--- config.mk ---
export PLATFORM = sky130hd
export DESIGN_NAME = scancode_set1_key_decoder_fifo_unit_flat
export DESIGN_NICKNAME = d
export VERILOG_FILES = /design/src/rtl/sc1kd_pkg.sv /design/src/rtl/sc1kd_in_if.sv /design/src/rtl/sc1kd_out_if.sv /design/src/rtl/sc1kd_decoder.sv /design/src/rtl/sc1kd_fifo.sv /design/src/rtl/scancode_set1_key_decoder_fifo_unit.sv /design/src/flat_wrapper.sv
export VERILOG_INCLUDE_DIRS = /design/src /design/src/rtl
export SDC_FILE = /design/constraint.sdc
export NUM_CORES = 1
export LEC_CHECK = 0
export ABC_AREA = 1
export BUFFER_PORTS_ARGS = -buffer_cell sky130_fd_sc_hd__buf_2
export CAP_MARGIN = 20
export CORE_MARGIN = 2
export CORE_UTILIZATION = 50
export CTS_CLUSTER_SIZE = 20
export DETAILED_ROUTE_END_ITERATION = 16
export PLACE_DENSITY = 0.67
export SLEW_MARGIN = 15
export SYNTH_ARGS = -nofsm -noshare
export SYNTH_HDL_FRONTEND = slang
export SYNTH_SLANG_ARGS = --single-unit
--- constraint.sdc ---
create_clock -name i_clk -period 8.9 [get_ports i_clk]
set_clock_uncertainty 0.1 [all_clocks]
set_input_delay 0 -clock i_clk [delete_from_list [all_inputs] [get_ports i_clk]]
set_output_delay 0 -clock i_clk [all_outputs]
set_load 0.03 [all_outputs]
--- src/rtl/scancode_set1_key_decoder_fifo_unit_defines.svh ---
// ----------------------------------------------------------------------------
// Scan-code set 1 decoder: assertion macros
// Clocked assertion shorthands used by the key FIFO RTL.
// ----------------------------------------------------------------------------
`ifndef SCANCODE_SET1_KEY_DECODER_FIFO_UNIT_DEFINES_SVH
`define SCANCODE_SET1_KEY_DECODER_FIFO_UNIT_DEFINES_SVH

// same-cycle implication, checked out of reset
`define SC1KD_ASSERT_NOW(lbl, pre, post, msg) \
    lbl: assert property (@(posedge i_clk) disable iff (!i_rst_n) \
        (pre) |-> (post)) else $error(msg);

// next-cycle implication, checked out of reset
`define SC1KD_ASSERT_NEXT(lbl, pre, post, msg) \
    lbl: assert property (@(posedge i_clk) disable iff (!i_rst_n) \
        (pre) |=> (post)) else $error(msg);

`endif

--- src/rtl/sc1kd_pkg.sv ---
// ----------------------------------------------------------------------------
// Scan-code set 1 decoder package
// Scan-code constants, special key codes, keymap tables and shared types.
// ----------------------------------------------------------------------------
`default_nettype none

package sc1kd_pkg;

    localparam logic [7:0] SC_PREFIX    = 8'hE0;
    localparam logic [7:0] SC_BREAK_BIT = 8'h80;
    localparam logic [6:0] SC_CODE_MASK = 7'h7F;
    localparam logic [6:0] SC_LSHIFT    = 7'h2A;
    localparam logic [6:0] SC_RSHIFT    = 7'h36;
    localparam logic [6:0] SC_CTRL      = 7'h1D;
    localparam logic [7:0] CTRL_MASK    = 8'h1F;

    localparam logic [7:0] SC_EXT_UP    = 8'h48;
    localparam logic [7:0] SC_EXT_DOWN  = 8'h50;
    localparam logic [7:0] SC_EXT_LEFT  = 8'h4B;
    localparam logic [7:0] SC_EXT_RIGHT = 8'h4D;
    localparam logic [7:0] SC_EXT_HOME  = 8'h47;
    localparam logic [7:0] SC_EXT_END   = 8'h4F;
    localparam logic [7:0] SC_EXT_PGUP  = 8'h49;
    localparam logic [7:0] SC_EXT_PGDN  = 8'h51;
    localparam logic [7:0] SC_EXT_DEL   = 8'h53;

    localparam logic [7:0] KEY_NONE     = 8'd0;
    localparam logic [7:0] KC_UP        = 8'd128;
    localparam logic [7:0] KC_DOWN      = 8'd129;
    localparam logic [7:0] KC_LEFT      = 8'd130;
    localparam logic [7:0] KC_RIGHT     = 8'd131;
    localparam logic [7:0] KC_HOME      = 8'd132;
    localparam logic [7:0] KC_END       = 8'd133;
    localparam logic [7:0] KC_PAGE_UP   = 8'd134;
    localparam logic [7:0] KC_PAGE_DOWN = 8'd135;
    localparam logic [7:0] KC_DEL       = 8'd136;

    localparam logic CMD_SCAN = 1'b0;
    localparam logic CMD_POP  = 1'b1;

    typedef struct packed {
        logic queued;
        logic dropped;
        logic popped;
        logic not_empty;
    } t_fifo_status;

    function automatic logic [7:0] f_extended_key(input logic [7:0] code);
        logic [7:0] key;
        case (code)
            SC_EXT_UP:    key = KC_UP;
            SC_EXT_DOWN:  key = KC_DOWN;
            SC_EXT_LEFT:  key = KC_LEFT;
            SC_EXT_RIGHT: key = KC_RIGHT;
            SC_EXT_HOME:  key = KC_HOME;
            SC_EXT_END:   key = KC_END;
            SC_EXT_PGUP:  key = KC_PAGE_UP;
            SC_EXT_PGDN:  key = KC_PAGE_DOWN;
            SC_EXT_DEL:   key = KC_DEL;
            default:      key = KEY_NONE;
        endcase
        return key;
    endfunction

    function automatic logic [7:0] f_plain_map(input logic [6:0] code);
        logic [7:0] key;
        case (code)
            7'd1:  key = 8'h1B;  7'd2:  key = 8'h31;  7'd3:  key = 8'h32;
            7'd4:  key = 8'h33;  7'd5:  key = 8'h34;  7'd6:  key = 8'h35;
            7'd7:  key = 8'h36;  7'd8:  key = 8'h37;  7'd9:  key = 8'h38;
            7'd10: key = 8'h39;  7'd11: key = 8'h30;  7'd12: key = 8'h2D;
            7'd13: key = 8'h3D;  7'd14: key = 8'h08;  7'd15: key = 8'h09;
            7'd16: key = 8'h71;  7'd17: key = 8'h77;  7'd18: key = 8'h65;
            7'd19: key = 8'h72;  7'd20: key = 8'h74;  7'd21: key = 8'h7A;
            7'd22: key = 8'h75;  7'd23: key = 8'h69;  7'd24: key = 8'h6F;
            7'd25: key = 8'h70;  7'd26: key = 8'h5B;  7'd27: key = 8'h2B;
            7'd28: key = 8'h0A;
            7'd30: key = 8'h61;  7'd31: key = 8'h73;  7'd32: key = 8'h64;
            7'd33: key = 8'h66;  7'd34: key = 8'h67;  7'd35: key = 8'h68;
            7'd36: key = 8'h6A;  7'd37: key = 8'h6B;  7'd38: key = 8'h6C;
            7'd39: key = 8'h3B;  7'd40: key = 8'h27;  7'd41: key = 8'h5E;
            7'd43: key = 8'h23;  7'd44: key = 8'h79;  7'd45: key = 8'h78;
            7'd46: key = 8'h63;  7'd47: key = 8'h76;  7'd48: key = 8'h62;
            7'd49: key = 8'h6E;  7'd50: key = 8'h6D;  7'd51: key = 8'h2C;
            7'd52: key = 8'h2E;  7'd53: key = 8'h2D;
            7'd55: key = 8'h2A;  7'd57: key = 8'h20;  7'd74: key = 8'h2D;
            7'd78: key = 8'h2B;  7'd86: key = 8'h3C;
            default: key = KEY_NONE;
        endcase
        return key;
    endfunction

    function automatic logic [7:0] f_shifted_map(input logic [6:0] code);
        logic [7:0] key;
        case (code)
            7'd1:  key = 8'h1B;  7'd2:  key = 8'h21;  7'd3:  key = 8'h22;
            7'd4:  key = 8'h23;  7'd5:  key = 8'h24;  7'd6:  key = 8'h25;
            7'd7:  key = 8'h26;  7'd8:  key = 8'h2F;  7'd9:  key = 8'h28;
            7'd10: key = 8'h29;  7'd11: key = 8'h3D;  7'd12: key = 8'h3F;
            7'd13: key = 8'h60;  7'd14: key = 8'h08;  7'd15: key = 8'h09;
            7'd16: key = 8'h51;  7'd17: key = 8'h57;  7'd18: key = 8'h45;
            7'd19: key = 8'h52;  7'd20: key = 8'h54;  7'd21: key = 8'h5A;
            7'd22: key = 8'h55;  7'd23: key = 8'h49;  7'd24: key = 8'h4F;
            7'd25: key = 8'h50;  7'd26: key = 8'h7B;  7'd27: key = 8'h2A;
            7'd28: key = 8'h0A;
            7'd30: key = 8'h41;  7'd31: key = 8'h53;  7'd32: key = 8'h44;
            7'd33: key = 8'h46;  7'd34: key = 8'h47;  7'd35: key = 8'h48;
            7'd36: key = 8'h4A;  7'd37: key = 8'h4B;  7'd38: key = 8'h4C;
            7'd39: key = 8'h3A;  7'd40: key = 8'h22;  7'd41: key = 8'h7E;
            7'd43: key = 8'h27;  7'd44: key = 8'h59;  7'd45: key = 8'h58;
            7'd46: key = 8'h43;  7'd47: key = 8'h56;  7'd48: key = 8'h42;
            7'd49: key = 8'h4E;  7'd50: key = 8'h4D;  7'd51: key = 8'h3B;
            7'd52: key = 8'h3A;  7'd53: key = 8'h5F;
            7'd55: key = 8'h2A;  7'd57: key = 8'h20;  7'd74: key = 8'h2D;
            7'd78: key = 8'h2B;  7'd86: key = 8'h3E;
            default: key = KEY_NONE;
        endcase
        return key;
    endfunction

endpackage

`default_nettype wire

--- src/rtl/sc1kd_in_if.sv ---
// ----------------------------------------------------------------------------
// Scan-code decoder input channel
// Valid/ready channel carrying one command word: scan byte or pop request.
// ----------------------------------------------------------------------------
`default_nettype none

interface sc1kd_in_if;
    logic       valid;
    logic       ready;
    logic       command;
    logic [7:0] scan_byte;

    modport source (output valid, output command, output scan_byte, input ready);
    modport sink   (input valid, input command, input scan_byte, output ready);
endinterface

`default_nettype wire

--- src/rtl/sc1kd_out_if.sv ---
// ----------------------------------------------------------------------------
// Scan-code decoder result channel
// Valid/ready channel carrying one result word per command word.
// ----------------------------------------------------------------------------
`default_nettype none

interface sc1kd_out_if;
    logic       valid;
    logic       ready;
    logic       read_valid;
    logic [7:0] read_key;
    logic       key_queued;
    logic       key_dropped;
    logic       fifo_not_empty;

    modport source (
        output valid, output read_valid, output read_key, output key_queued,
        output key_dropped, output fifo_not_empty, input ready
    );
    modport sink (
        input valid, input read_valid, input read_key, input key_queued,
        input key_dropped, input fifo_not_empty, output ready
    );
endinterface

`default_nettype wire

--- src/rtl/sc1kd_decoder.sv ---
// ----------------------------------------------------------------------------
// Scan-code set 1 byte decoder
// Tracks prefix, shift and ctrl state and maps a byte to a key code.
// ----------------------------------------------------------------------------
`default_nettype none

module sc1kd_decoder (
    input  wire logic       i_clk,
    input  wire logic       i_rst_n,
    input  wire logic       i_en,
    input  wire logic [7:0] i_scan_byte,
    output logic      [7:0] o_key
);
    import sc1kd_pkg::*;

    logic       r_prefix, r_shift, r_ctrl;
    logic       n_prefix, n_shift, n_ctrl;
    logic [6:0] code;
    logic [7:0] map_key;
    logic       is_letter;

    assign code = i_scan_byte[6:0] & SC_CODE_MASK;

    always_comb begin
        map_key   = r_shift ? f_shifted_map(code) : f_plain_map(code);
        is_letter = (map_key >= 8'h61 && map_key <= 8'h7A) ||
                    (map_key >= 8'h41 && map_key <= 8'h5A);
    end

    always_comb begin
        n_prefix = r_prefix;
        n_shift  = r_shift;
        n_ctrl   = r_ctrl;
        o_key    = KEY_NONE;
        if (i_scan_byte == SC_PREFIX) begin
            n_prefix = 1'b1;
        end else if (r_prefix) begin
            n_prefix = 1'b0;
            if ((i_scan_byte & SC_BREAK_BIT) == 8'h00) begin
                o_key = f_extended_key(i_scan_byte);
            end
        end else if ((i_scan_byte & SC_BREAK_BIT) != 8'h00) begin
            if (code == SC_LSHIFT || code == SC_RSHIFT) begin
                n_shift = 1'b0;
            end
            if (code == SC_CTRL) begin
                n_ctrl = 1'b0;
            end
        end else if (code == SC_LSHIFT || code == SC_RSHIFT) begin
            n_shift = 1'b1;
        end else if (code == SC_CTRL) begin
            n_ctrl = 1'b1;
        end else if (r_ctrl && is_letter) begin
            o_key = map_key & CTRL_MASK;
        end else begin
            o_key = map_key;
        end
    end

    always_ff @(posedge i_clk) begin
        if (!i_rst_n) begin
            r_prefix <= 1'b0;
            r_shift  <= 1'b0;
            r_ctrl   <= 1'b0;
        end else if (i_en) begin
            r_prefix <= n_prefix;
            r_shift  <= n_shift;
            r_ctrl   <= n_ctrl;
        end
    end

endmodule

`default_nettype wire

--- src/rtl/sc1kd_fifo.sv ---
// ----------------------------------------------------------------------------
// Key FIFO
// Ring buffer of key codes with drop-on-full push and non-blocking pop.
// ----------------------------------------------------------------------------
`default_nettype none

`include "scancode_set1_key_decoder_fifo_unit_defines.svh"

module sc1kd_fifo #(
    parameter int FIFO_DEPTH = 64
) (
    input  wire logic                    i_clk,
    input  wire logic                    i_rst_n,
    input  wire logic                    i_en,
    input  wire logic                    i_push,
    input  wire logic [7:0]              i_push_key,
    input  wire logic                    i_pop,
    output sc1kd_pkg::t_fifo_status      o_status,
    output logic      [7:0]              o_rd_key
);
    import sc1kd_pkg::*;

    localparam int PTR_W = (FIFO_DEPTH > 2) ? $clog2(FIFO_DEPTH) : 1;
    localparam logic [PTR_W-1:0] LAST = PTR_W'(FIFO_DEPTH - 1);

    logic [7:0]       mem [FIFO_DEPTH];
    logic [PTR_W-1:0] r_wr_ptr, r_rd_ptr;
    logic [PTR_W-1:0] n_wr_ptr, n_rd_ptr;
    logic [PTR_W-1:0] wr_inc, rd_inc;
    logic             full, empty, do_push, do_pop;

    assign wr_inc  = (r_wr_ptr == LAST) ? '0 : r_wr_ptr + 1'b1;
    assign rd_inc  = (r_rd_ptr == LAST) ? '0 : r_rd_ptr + 1'b1;
    assign full    = (wr_inc == r_rd_ptr);
    assign empty   = (r_wr_ptr == r_rd_ptr);
    assign do_push = i_push && !full;
    assign do_pop  = i_pop && !empty;

    always_comb begin
        n_wr_ptr = do_push ? wr_inc : r_wr_ptr;
        n_rd_ptr = do_pop ? rd_inc : r_rd_ptr;
        o_status.queued    = do_push;
        o_status.dropped   = i_push && full;
        o_status.popped    = do_pop;
        o_status.not_empty = (n_wr_ptr != n_rd_ptr);
    end

    always_ff @(posedge i_clk) begin
        if (!i_rst_n) begin
            r_wr_ptr <= '0;
            r_rd_ptr <= '0;
        end else if (i_en) begin
            r_wr_ptr <= n_wr_ptr;
            r_rd_ptr <= n_rd_ptr;
        end
    end

    always_ff @(posedge i_clk) begin
        if (i_en && do_push) begin
            mem[r_wr_ptr] <= i_push_key;
        end
    end

    always_ff @(posedge i_clk) begin
        if (i_en) begin
            o_rd_key <= do_pop ? mem[r_rd_ptr] : KEY_NONE;
        end
    end

    `SC1KD_ASSERT_NEXT(a_full_holds_wr, i_en && i_push && full, $stable(r_wr_ptr), "push into full FIFO moved write pointer")
    `SC1KD_ASSERT_NEXT(a_empty_holds_rd, i_en && i_pop && empty, $stable(r_rd_ptr), "pop on empty FIFO moved read pointer")
    `SC1KD_ASSERT_NEXT(a_push_not_empty, i_en && do_push, r_wr_ptr != r_rd_ptr, "accepted push left FIFO empty")
    `SC1KD_ASSERT_NOW(a_one_access, i_en, !(do_push && do_pop), "push and pop in one step")

endmodule

`default_nettype wire

--- src/rtl/scancode_set1_key_decoder_fifo_unit.sv ---
// ----------------------------------------------------------------------------
// Scan-code set 1 key decoder with key FIFO
// Top level: input register, byte decoder, key FIFO and result register.
// ----------------------------------------------------------------------------
// Usage:
//   i_item carries one command word: command 0 delivers a raw set 1 scan
//   byte, command 1 pops one key from the FIFO. Every command word yields
//   exactly one result word on o_result, in order.
//   A scan byte result reports whether a key was queued or dropped (full
//   FIFO); a pop result returns the key with read_valid, or read_valid 0
//   when the FIFO is empty. fifo_not_empty reflects the state after the word.
//   A word passes through the input register and then the result register.
//   Throughput: one word per cycle while the receiver takes results; the
//   decode, the keymap lookup and one FIFO memory access fit between the
//   input and result registers. The FIFO holds FIFO_DEPTH-1 keys.
//   Reset clears the FIFO pointers, the prefix, shift and ctrl flags and
//   the valid flags of both register stages; FIFO contents are not cleared.
//   When the receiver stalls, the result word holds, the input register
//   takes one more word, then i_item.ready drops until the result is taken.
// ----------------------------------------------------------------------------
`default_nettype none

module scancode_set1_key_decoder_fifo_unit #(
    parameter int FIFO_DEPTH = 64
) (
    input  wire logic   i_clk,
    input  wire logic   i_rst_n,
    sc1kd_in_if.sink    i_item,
    sc1kd_out_if.source o_result
);
    import sc1kd_pkg::*;

    logic         r_in_valid;
    logic         r_in_cmd;
    logic [7:0]   r_in_byte;
    logic         r_out_valid;
    logic         r_read_valid;
    logic         r_key_queued;
    logic         r_key_dropped;
    logic         r_not_empty;
    logic         advance;
    logic         dec_en;
    logic [7:0]   dec_key;
    logic [7:0]   rd_key;
    t_fifo_status fifo_status;

    assign advance      = r_in_valid && (!r_out_valid || o_result.ready);
    assign i_item.ready = !r_in_valid || advance;
    assign dec_en       = advance && (r_in_cmd == CMD_SCAN);

    always_ff @(posedge i_clk) begin
        if (!i_rst_n) begin
            r_in_valid <= 1'b0;
        end else if (i_item.ready) begin
            r_in_valid <= i_item.valid;
        end
    end

    always_ff @(posedge i_clk) begin
        if (i_item.valid && i_item.ready) begin
            r_in_cmd  <= i_item.command;
            r_in_byte <= i_item.scan_byte;
        end
    end

    sc1kd_decoder u_decoder (
        .i_clk       (i_clk),
        .i_rst_n     (i_rst_n),
        .i_en        (dec_en),
        .i_scan_byte (r_in_byte),
        .o_key       (dec_key)
    );

    sc1kd_fifo #(
        .FIFO_DEPTH (FIFO_DEPTH)
    ) u_fifo (
        .i_clk      (i_clk),
        .i_rst_n    (i_rst_n),
        .i_en       (advance),
        .i_push     ((r_in_cmd == CMD_SCAN) && (dec_key != KEY_NONE)),
        .i_push_key (dec_key),
        .i_pop      (r_in_cmd == CMD_POP),
        .o_status   (fifo_status),
        .o_rd_key   (rd_key)
    );

    always_ff @(posedge i_clk) begin
        if (!i_rst_n) begin
            r_out_valid <= 1'b0;
        end else if (advance) begin
            r_out_valid <= 1'b1;
        end else if (o_result.ready) begin
            r_out_valid <= 1'b0;
        end
    end

    always_ff @(posedge i_clk) begin
        if (advance) begin
            r_read_valid  <= fifo_status.popped;
            r_key_queued  <= fifo_status.queued;
            r_key_dropped <= fifo_status.dropped;
            r_not_empty   <= fifo_status.not_empty;
        end
    end

    assign o_result.valid          = r_out_valid;
    assign o_result.read_valid     = r_read_valid;
    assign o_result.read_key       = rd_key;
    assign o_result.key_queued     = r_key_queued;
    assign o_result.key_dropped    = r_key_dropped;
    assign o_result.fifo_not_empty = r_not_empty;

endmodule

`default_nettype wire

--- src/flat_wrapper.sv ---
// flat-port wrapper written by rule: the top's interface ports become plain ports
module scancode_set1_key_decoder_fifo_unit_flat import sc1kd_pkg::*;
#(
    parameter int FIFO_DEPTH = 64
)
  (i_clk, i_rst_n, i_item_valid, i_item_command, i_item_scan_byte, i_item_ready, o_result_valid, o_result_read_valid, o_result_read_key, o_result_key_queued, o_result_key_dropped, o_result_fifo_not_empty, o_result_ready);
  sc1kd_in_if i_item_i ();
  sc1kd_out_if o_result_i ();
  input  wire logic i_clk;
  input  wire logic i_rst_n;
  input wire logic [$bits(i_item_i.valid)-1:0] i_item_valid;
  input wire logic [$bits(i_item_i.command)-1:0] i_item_command;
  input wire logic [$bits(i_item_i.scan_byte)-1:0] i_item_scan_byte;
  output wire logic [$bits(i_item_i.ready)-1:0] i_item_ready;
  output wire logic [$bits(o_result_i.valid)-1:0] o_result_valid;
  output wire logic [$bits(o_result_i.read_valid)-1:0] o_result_read_valid;
  output wire logic [$bits(o_result_i.read_key)-1:0] o_result_read_key;
  output wire logic [$bits(o_result_i.key_queued)-1:0] o_result_key_queued;
  output wire logic [$bits(o_result_i.key_dropped)-1:0] o_result_key_dropped;
  output wire logic [$bits(o_result_i.fifo_not_empty)-1:0] o_result_fifo_not_empty;
  input wire logic [$bits(o_result_i.ready)-1:0] o_result_ready;
  assign i_item_i.valid = i_item_valid;
  assign i_item_i.command = i_item_command;
  assign i_item_i.scan_byte = i_item_scan_byte;
  assign i_item_ready = i_item_i.ready;
  assign o_result_valid = o_result_i.valid;
  assign o_result_read_valid = o_result_i.read_valid;
  assign o_result_read_key = o_result_i.read_key;
  assign o_result_key_queued = o_result_i.key_queued;
  assign o_result_key_dropped = o_result_i.key_dropped;
  assign o_result_fifo_not_empty = o_result_i.fifo_not_empty;
  assign o_result_i.ready = o_result_ready;
  scancode_set1_key_decoder_fifo_unit #(.FIFO_DEPTH(FIFO_DEPTH)) u_core (.i_clk(i_clk), .i_rst_n(i_rst_n), .i_item(i_item_i), .o_result(o_result_i));
endmodule
==> qor.yml, run 1 <==
initial_core_util_pct: 50.6
yosysSeqAreaShare_pct: 68.8
synth-async-reset-ratio_pct: 0
maxSlewHeadroom_pct: 27.3
ys_types: 42
synth-compound-area-share_pct: 14.1
die_w_um: 224
switching_power_w: 0.00145
cts.sinks: 564
grt_max_degree: 214
die_area_mm2: 0.0501
period_share_pct: 47.4
slowest_delay_ns: 0.90
hpwl_um: 37000
hold_class: "input port to flop"
grt_pass1_wl_um: 95900
rsz0062_at_grt: "false"
synth_warnings: 0
power_frac_comb_pct: 10.7
cts_max_path_buffers: 3
synth-main-ff-cell: "edfxtp_1"
synth_xor_area_share_pct: 0.362
finalNetCount: 2156
path_depth: 8
setup_violations: 0
synth_edf_count: 533
reg2regPathDepth: 8
pwr-share-clk_pct: 37.1
synthAdderAreaFrac_pct: 0.414
synthCells: 2150
cap_viol_max_count: 0
ioPinCount: 27
slew_viol_final: 0
grt-ovfl-total: 0
drt-initial-drc-count: 1905
ant_nets: 0
syn2layout_area_growth_pct: 9.63
cts_resized: 0
crit_buf_inv: 2
use_met1_pct: 33.0
grtUsageTotal_pct: 25.1
yosys.area_share.simple_pct: 12.7
fin_util_pct: 55.5
drive_gt1_share_pct: 7.11
multiInputGateArea_mm2: 0.00667
use_met2_pct: 41.5
crit_path_max_fanout: 92
fin_area_mm2: 0.0265
cts_tree: "built"
reg2reg_to: "u_core.u_fifo.o_rd_key[5]"
num_antenna_cells: 0
synth_top_family_by_area: "compound AO/OA/AOI/OAI gates"
r2r_start: "u_core.u_fifo.r_rd_ptr[1]"
antenna_found_initial: 1
dr_total_vias: 17000
synth_nets: 2171
insertion_delay_ns: 0.60
finalHoldWorstSlack_ns: 0.0298
cp.required_ns: 9.09
grt_pass1_vias: 16400
avgSynthCellArea_um2: 11.2
place.gp.congestion: 0.910
tightestPinTransition_ns: 1.09
synth_mux_area_share_pct: 0.0414
wirelength_um: 62400
worst-setup-path-type: "flop to flop"
hold_viol: 0
startpoint_type: "flop"
outcome: "finished, final reports clean"
io_buffer_count: 26
post-route-min-period_ns: 4.22
drc: 0
crit_end: "u_core.u_fifo.o_rd_key[5]"
crit_path_start: "u_core.u_fifo.r_rd_ptr[1]"
ys_seq_elements: 564
cts_buffers: 54
cp_cell_sequence: "clkinv_2 -> buf_4 -> o21ai_0 -> o22ai_1 -> nand2_1 -> a21oi_1 -> o311ai_0 -> a31oi_1"
seqPwrFrac_pct: 52.2
timing.setup.tns_ns: 0
top_usage_layer: "met2"
firstDrtPassIters: 6
rows: 80
peakVddDrop_mv: 0.150
met3_usage_pct: 4.39
p_sw_share_pct: 25.3
p_leak_nw: 9.01
max_freq_mhz: 237
wl_per_cell_um: 22.3
root_buffer: "clkbuf_16"
core_region_area_mm2: 0.0477
crit_arrival_ns: 4.41
syn_area_mm2: 0.0242
filler_cell_count: 3948
p_int_w: 0.00427
htree_levels: 2
placed_area_mm2: 0.0248
r2r_setup_slack_ns: 4.68
p_per_area_mw_per_mm2: 216
crit_family: "compound AO/OA/AOI/OAI gates"
regArea_mm2: 0.0166
cp_slowest_cell: "o311ai_0"
avgViaCountPerCell: 6.07
die_h_um: 224
path_clk_slew_ns: 0.07
worstSetupEndpointType: "flop"
==> metal layers <==
metal  up-vias  share of wire (%)  wire (um)
met4         0                4.3       2670
met1      8253                 40      24900
li1       7770                  -          -
met2       792                 48      29700
met5         -                  0          0
met3       159                8.2       5140
==> worst min-delay path by stage <==
stage                   startpoint             endpoint  slack, ns  cells past startpoint
6_report       i_item_scan_byte[5]  u_core.r_in_byte[5]       0.03                      2
5_1_grt        i_item_scan_byte[3]  u_core.r_in_byte[3]       0.02                      2
4_1_cts        i_item_scan_byte[2]  u_core.r_in_byte[2]      0.002                      2
3_5_place_dp        i_item_command      u_core.r_in_cmd       0.08                      1
3_3_place_gp   i_item_scan_byte[7]  u_core.r_in_byte[7]       0.08                      1
2_1_floorplan  i_item_scan_byte[0]  u_core.r_in_byte[0]     -0.001                      0
==> metrics by stage <==
stage / std cells / setup WS [ns] / total power (W)
after floorplan: 2150 / 5.79 / 0.00343
after global placement: 2681 / 4.89 / 0.00363
after detailed placement: 2681 / 4.85 / 0.00364
after CTS: 2795 / 4.83 / 0.00574
after global routing: 2795 / 4.54 / 0.00591
final: 2795 / 4.68 / 0.00572
==> cell usage after synthesis (3+ instances only) <==
cell type	instances	share of area [%]
nand3_1	50	1.0
edfxtp_1	533	66
nand2_1	207	3.2
buf_2	6	0.12
nor3_1	8	0.17
clkbuf_1	124	1.9
dfxtp_1	31	2.6
a21oi_1	35	0.72
xor2_1	9	0.33
nand2_4	7	0.33
o31ai_1	6	0.19
a31oi_1	11	0.28
o311ai_0	5	0.18
o221ai_1	43	1.6
inv_2	4	0.062
inv_1	93	1.4
o211ai_1	26	0.81
nand4_1	12	0.31
o32ai_1	6	0.22
o21ai_1	4	0.083
o22ai_1	93	2.4
a211oi_1	9	0.28
o21ai_0	339	7.0
nand2_2	3	0.078
ha_1	8	0.41
nor2_1	456	7.1
==> sequential cells by signal, summed over array words and instances (netlist names), named ones only <==
register	count
u_core.u_fifo.mem	512
u_core.u_fifo.r_wr_ptr	6
u_core.u_fifo.o_rd_key	8
u_core.r_in_byte	8
u_core.o_result.key_dropped	1
u_core.r_in_valid	1
u_core.o_result.key_queued	1
u_core.o_result.read_valid	1
u_core.u_fifo.r_rd_ptr	6
u_core.o_result.valid	1
u_core.r_in_cmd	1
u_core.u_decoder.r_shift	1
u_core.o_result.fifo_not_empty	1
u_core.u_decoder.r_prefix	1
u_core.u_decoder.r_ctrl	1
==> final cells by class <==
class | instances | area share [%]
clock buffers | 66 | 5.35
clock inverters | 35 | 0.737
inverters | 98 | 1.44
multi-input cells | 1358 | 25.2
flip-flops and latches | 564 | 62.8
well taps | 615 | 2.90
repair buffers | 59 | 1.60
==> cell usage in the layout (no fill, tap or decap), types with 3 or more instances in the layout <==
master	Yosys	final
o21ai_0	339	337
a211oi_1	9	9
o22ai_1	93	93
clkinv_2	0	14
ha_1	8	8
nand2_2	3	3
nor2_1	456	456
xor2_1	9	9
edfxtp_1	533	533
buf_4	0	19
o31ai_1	6	6
clkbuf_16	0	55
nand2_1	207	207
dfxtp_1	31	27
o21ai_1	4	6
o32ai_1	6	6
clkbuf_1	124	11
o221ai_1	43	43
a21oi_1	35	35
o311ai_0	5	5
inv_2	4	10
o211ai_1	26	26
nor3_1	8	8
inv_1	93	83
inv_6	1	4
nand2_4	7	7
buf_2	6	26
nand4_1	12	12
nand3_1	50	50
dlygate4sd3_1	0	13
a31oi_1	11	11
clkinv_1	0	18
==> power by group through the flow <==
stage | registers, W | clock network, W | logic (W)
6_report | 0.00298 | 0.00212 | 0.000613
5_1_grt | 0.00299 | 0.00225 | 0.000671
4_1_cts | 0.00298 | 0.00215 | 0.000606
3_5_place_dp | 0.00304 | 0 | 0.000599
3_3_place_gp | 0.00304 | 0 | 0.000594
2_1_floorplan | 0.00303 | 0 | 0.000396
==> what timing repair did <==
item	in CTS	in global routing
setup buffers	0	0
hold endpoints to repair	27	0
endpoints found under the setup margin	0	0
hold buffers	13	0
==> cells by family (layout without fill, tap and decap cells) <==
family	after synthesis	in the layout
adder cells (fa/ha/maj)	8	8
XOR/XNOR	10	10
multiplexers	1	1
AND/OR/NAND/NOR	752	752
AO/OA/AOI/OAI	587	587
buffers and inverters	228	258
flip-flops	564	564
(Power assumes the default switching activity.)
==> inputs of run 2 (changes only) <==
--- a/config.mk
+++ b/config.mk
@@ -13,7 +13,7 @@
 export CORE_UTILIZATION = 50
 export CTS_CLUSTER_SIZE = 20
 export DETAILED_ROUTE_END_ITERATION = 16
-export PLACE_DENSITY = 0.67
+export PLACE_DENSITY = 0.7
 export SLEW_MARGIN = 15
 export SYNTH_ARGS = -nofsm -noshare
 export SYNTH_HDL_FRONTEND = slang
==> constraint.sdc (replaced) <==
create_clock -name i_clk -period 3.55 [get_ports i_clk]
set_clock_uncertainty 0.1 [all_clocks]
set_input_delay 0 -clock i_clk [delete_from_list [all_inputs] [get_ports i_clk]]
set_output_delay 0 -clock i_clk [all_outputs]
set_load 0.03 [all_outputs]
==> qor.yml, run 2 (same netlist as run 1, synthesis figures left out) <==
grt_max_degree: 163
cts_tree: "built"
rows: 80
ioPinCount: 27
hold_class: "input port to flop"
tightestPinTransition_ns: 0.942
rsz0062_at_grt: "false"
fin_cells: 2891
htree_levels: 2
startpoint_type: "flop"
slowest_delay_ns: 0.46
finalNetCount: 2250
reg2regPathDepth: 18
p_total_w: 0.0149
path_clk_slew_ns: 0.06
cts_buffers: 55
cts_max_path_buffers: 3
final_common_cell: "edfxtp_1"
post-place-cells: 2771
cts.sinks: 564
antenna_found_initial: 0
avgViaCountPerCell: 6.05
post_cts_buffers: 0
top_register: "u_core.u_fifo.mem"
drc: 0
crit_family: "simple AND/OR/NAND/NOR gates"
worst-setup-path-type: "flop to flop"
insertion_delay_ns: 0.61
slew_viol_final: 0
largest_register_ffs: 512
crit_arrival_ns: 3.49
outcome: "finished, final reports clean"
timing.setup.tns_ns: 0
period_share_pct: 91.8
r2r_setup_slack_ns: 0.29
r2r_start: "u_core.r_in_byte[7]"
wl_per_cell_um: 22.4
die_h_um: 224
drive_gt1_share_pct: 11.2
ant_nets: 0
root_buffer: "clkbuf_16"
core_region_area_mm2: 0.0477
cp_cell_sequence: "inv_2 -> nand2_1 -> nor2_2 -> nand2_1 -> nand2_1 -> nor2_1 -> nand2_1 -> nand2_1 -> nand2_1 -> nor2_1 -> nand2_2 -> nand3_4 -> nor2_8 -> inv_6 -> nor2_8 -> nand2_4 -> nor2_1 -> buf_4"
reg_top3: "u_core.u_fifo.mem (512), u_core.r_in_byte (8), u_core.u_fifo.o_rd_key (8)"
wirelength_um: 64600
die_w_um: 224
grt_pass1_vias: 17100
cp.required_ns: 3.78
filler_cell_count: 3863
crit_buf_inv: 3
firstDrtPassIters: 6
min_from: "i_item_scan_byte[0]"
die_area_mm2: 0.0501
whs_endpoint: "u_core.r_in_byte[0]"
hpwl_um: 40000
setup_violations: 0
io_buffer_count: 26
maxSlewHeadroom_pct: 37.0
dr_total_vias: 17500
grtUsageTotal_pct: 25.8
most-common-layout-cells: "533 x edfxtp_1, 456 x nor2_1, 339 x o21ai_0"
cap_viol_max_count: 0
grt_pass1_wl_um: 98800
hold_viol: 0
p_leak_nw: 9.61
reg2reg_to: "u_core.u_fifo.mem[19][0]"
worstSetupEndpointType: "flop"
peakVddDrop_mv: 0.371
post-route-min-period_ns: 3.26
max_freq_mhz: 307
cp_slowest_cell: "edfxtp_1"
crit_path_max_fanout: 10
num_antenna_cells: 0
grt-ovfl-total: 0
cp_common_cell: "nand2_1"
drt-initial-drc-count: 2281
place.gp.congestion: 0.936
finalHoldWorstSlack_ns: 0.0245
p_per_area_mw_per_mm2: 543
initial_core_util_pct: 50.6
syn2layout_area_growth_pct: 13.7
worstHoldPathCells: 2
==> run 2: power breakdown <==
part           switching, W  total (W)  internal (W)
clock network       0.00248    0.00583       0.00335
logic               0.00118    0.00161      0.000426
registers         0.0000597    0.00747       0.00741
total               0.00372     0.0149        0.0112
==> run 2: how the worst max path moves through the flow <==
stage	slack, ns	endpoint	startpoint	cells past startpoint
floorplan	0.44	flop	u_core.o_result.valid	16
global placement	0.37	u_core.u_fifo.mem[19][0]	u_core.u_decoder.r_shift	17
detailed placement	0.21	u_core.u_fifo.mem[19][1]	u_core.u_decoder.r_shift	17
CTS	0.20	u_core.u_fifo.mem[19][0]	u_core.u_decoder.r_shift	17
global route	0.01	u_core.u_fifo.mem[19][0]	u_core.r_in_byte[7]	18
finish	0.29	u_core.u_fifo.mem[19][0]	u_core.r_in_byte[7]	18
==> run 2: cell type report <==
cell class / count / area (um^2) / area share [%]
well taps: 615 / 769 / 2.80
repair buffers: 152 / 1190 / 4.34
inverters: 98 / 387 / 1.41
clock inverters: 40 / 374 / 1.36
clock buffers: 64 / 1440 / 5.25
flip-flops and latches: 564 / 16600 / 60.6
multi-input cells: 1358 / 6670 / 24.3
==> run 2: worst register-to-register path: cells and delay by family, from the launching register on <==
| family | cells | cell delay, ns |
|---|---|---|
| buffers and inverters | 3 | 0.42 |
| DFF | 1 | 0.46 |
| and+or+nand+nor | 15 | 2.02 |
==> run 2: metal layers <==
layer  track usage [%]  part of all wire [%]  vias to the layer above  wire length, um
met5                 0                     0                        -                0
met4              11.8                   4.3                        0             2780
met3              3.76                   7.9                      171             5110
met2              42.5                    48                      933            31200
met1              34.1                    40                     8444            25600
li1                  -                     -                     7948                -
==> run 2: what timing repair did <==
item                                    4_1_cts  5_1_grt
resized for setup                             0        1
hold endpoints to repair                     32        0
endpoints found under the setup margin        0      220
hold buffers                                 16        0
==> run 2: metrics by stage <==
| step | utilization, % | setup WS (ns) | cell area (um^2) |
|---|---|---|---|
| after detailed placement | 53.4 | 0.207 | 25500 |
| after floorplan | - | 0.438 | 24200 |
| after global routing | 57.5 | 0.0142 | 27500 |
| final | 57.5 | 0.290 | 27500 |
| after CTS | 57.5 | 0.196 | 27500 |
| after global placement | 53.4 | 0.373 | 25500 |
==> inputs of run 3 (changes only) <==
--- a/config.mk
+++ b/config.mk
@@ -11,6 +11,7 @@
 export CAP_MARGIN = 20
 export CORE_MARGIN = 2
 export CORE_UTILIZATION = 50
+export CTS_CLUSTER_DIAMETER = 80
 export CTS_CLUSTER_SIZE = 20
 export DETAILED_ROUTE_END_ITERATION = 16
 export PLACE_DENSITY = 0.7
==> constraint.sdc (replaced) <==
create_clock -name i_clk -period 2.74 [get_ports i_clk]
set_clock_uncertainty 0.1 [all_clocks]
set_input_delay 0 -clock i_clk [delete_from_list [all_inputs] [get_ports i_clk]]
set_output_delay 0 -clock i_clk [all_outputs]
set_load 0.03 [all_outputs]
==> qor.yml, run 3 (same netlist as run 1, synthesis figures left out) <==
outcome: "finished, violations left"
violations: "negative setup slack"
cts.sinks: 564
crit_path_max_fanout: 8
post-route-min-period_ns: 2.75
dr_total_vias: 17900
ioPinCount: 27
fin_ws_ns: -0.00549
hold_viol: 0
wirelength_um: 65600
cap_viol_max_count: 0
finalNetCount: 2354
top_register: "u_core.u_fifo.mem"
num_antenna_cells: 0
place.gp.congestion: 0.926
regArea_mm2: 0.0166
grt-ovfl-total: 0
cp.required_ns: 2.90
core_region_area_mm2: 0.0477
most-common-layout-cells: "533 x edfxtp_1, 388 x nor2_1, 338 x o21ai_0"
timing.setup.tns_ns: -0.0174
io_buffer_count: 26
drive_gt1_share_pct: 18.2
final_common_cell: "edfxtp_1"
initial_core_util_pct: 50.6
peakVddDrop_mv: 0.396
die_area_mm2: 0.0501
reg_top3: "u_core.u_fifo.mem (512), u_core.r_in_byte (8), u_core.u_fifo.o_rd_key (8)"
cts_buffers: 34
filler_cell_count: 3743
die_w_um: 224
p_leak_nw: 9.87
maxSlewHeadroom_pct: 38.5
rsz0062_at_grt: "true"
avgViaCountPerCell: 6.04
fin_util_pct: 59.5
htree_levels: 2
worst-setup-path-type: "flop to flop"
hpwl_um: 41500
slew_viol_final: 0
startpoint_type: "flop"
max_freq_mhz: 364
rows: 80
cts_tree: "built"
die_h_um: 224
setup_violations: 5
grtUsageTotal_pct: 26.0
path_clk_slew_ns: 0.08
largest_register_ffs: 512
r2r_setup_slack_ns: -0.005
wl_per_cell_um: 22.2
hold_class: "input port to flop"
firstDrtPassIters: 6
drt-initial-drc-count: 2502
drc: 0
antenna_found_initial: 0
grt_max_degree: 95
grt_pass1_wl_um: 99900
root_buffer: "clkbuf_16"
syn2layout_area_growth_pct: 17.5
p_per_area_mw_per_mm2: 601
grt_pass1_vias: 17300
cts_max_path_buffers: 3
multiInputGateArea_mm2: 0.00717
worstSetupEndpointType: "flop"
period_share_pct: 100
insertion_delay_ns: 0.54
crit_arrival_ns: 2.90
tightestPinTransition_ns: 0.910
ant_nets: 0
==> run 3: cell count changes in the layout (fill, tap and decap cells not counted), moves of 16 or more <==
cell,before,now
buf_12,6,22
buf_4,104,167
buf_6,0,49
clkbuf_16,56,35
nor2_1,456,388
nor2_2,2,24
nor2_4,1,47
==> run 3: metal layers <==
metal	global-route usage, %	share of wire (%)	vias to the layer above
met4	10.3	3.9	0
met5	0	0	-
li1	-	-	8121
met1	34.7	39	8660
met2	43.0	48	927
met3	4.18	8.4	150
==> run 3: critical path, stage by stage (launching register included) <==
cell and delay, ns:
edfxtp_1 0.40, inv_1 0.14, nand2_1 0.14, nor2_1 0.13, nand2_1 0.10, nand2_2 0.09
nor2_2 0.04, nand2_1 0.07, nand2_2 0.06, nand2_2 0.08, nor2_2 0.04, nand2_2 0.08
nand3_4 0.10, nor2_8 0.12, inv_6 0.06, nor2_4 0.11, buf_6 0.16, nand2_8 0.13
nor2_4 0.15, buf_6 0.14
==> run 3: area by class of cell <==
| cell class | count | area share (%) |
|---|---|---|
| repair buffers | 277 | 8.84 |
| clock buffers | 39 | 3.14 |
| flip-flops and latches | 564 | 58.6 |
| well taps | 615 | 2.71 |
| inverters | 98 | 1.34 |
| multi-input cells | 1358 | 25.3 |
| clock inverters | 4 | 0.110 |
==> run 3: through the flow <==
step	instance area [um^2]	setup slack [ns]	power (W)	hold WS, ns	cells
6_report	28400	-0.00549	0.0171	0.0780	2955
5_1_grt	28400	-0.145	0.0176	0.0619	2955
4_1_cts	27700	0.00145	0.0170	0.0555	2947
3_5_place_dp	26600	-0.209	0.0122	0.0820	2885
3_3_place_gp	26600	-0.0778	0.0121	0.0796	2885
2_1_floorplan	24200	-0.125	0.0111	-0.00113	2150
==> run 3: power breakdown <==
part / internal, W / switching (W)
registers: 0.00958 / 0.0000479
clock network: 0.00232 / 0.00264
logic: 0.000792 / 0.00167
==> run 3: worst paths after layout <==
kind / start / endpoint / depth (start not counted)
setup reg to reg: u_core.r_in_byte[1] / u_core.u_fifo.mem[13][5] / 19
hold / removal: i_item_command / u_core.r_in_cmd / 2
hold reg to reg: u_core.u_fifo.r_wr_ptr[2] / u_core.u_fifo.r_wr_ptr[2] / 2
setup / recovery: u_core.r_in_byte[1] / u_core.u_fifo.mem[13][5] / 19
==> run 3: what timing repair did <==
action / CTS / global route
hold buffers: 12 / 0
resized for setup: 24 / 160
setup buffers: 7 / 8
pin swaps: 10 / 29
endpoints found under the hold margin: 20 / 0
endpoints found under the setup margin: 240 / 517
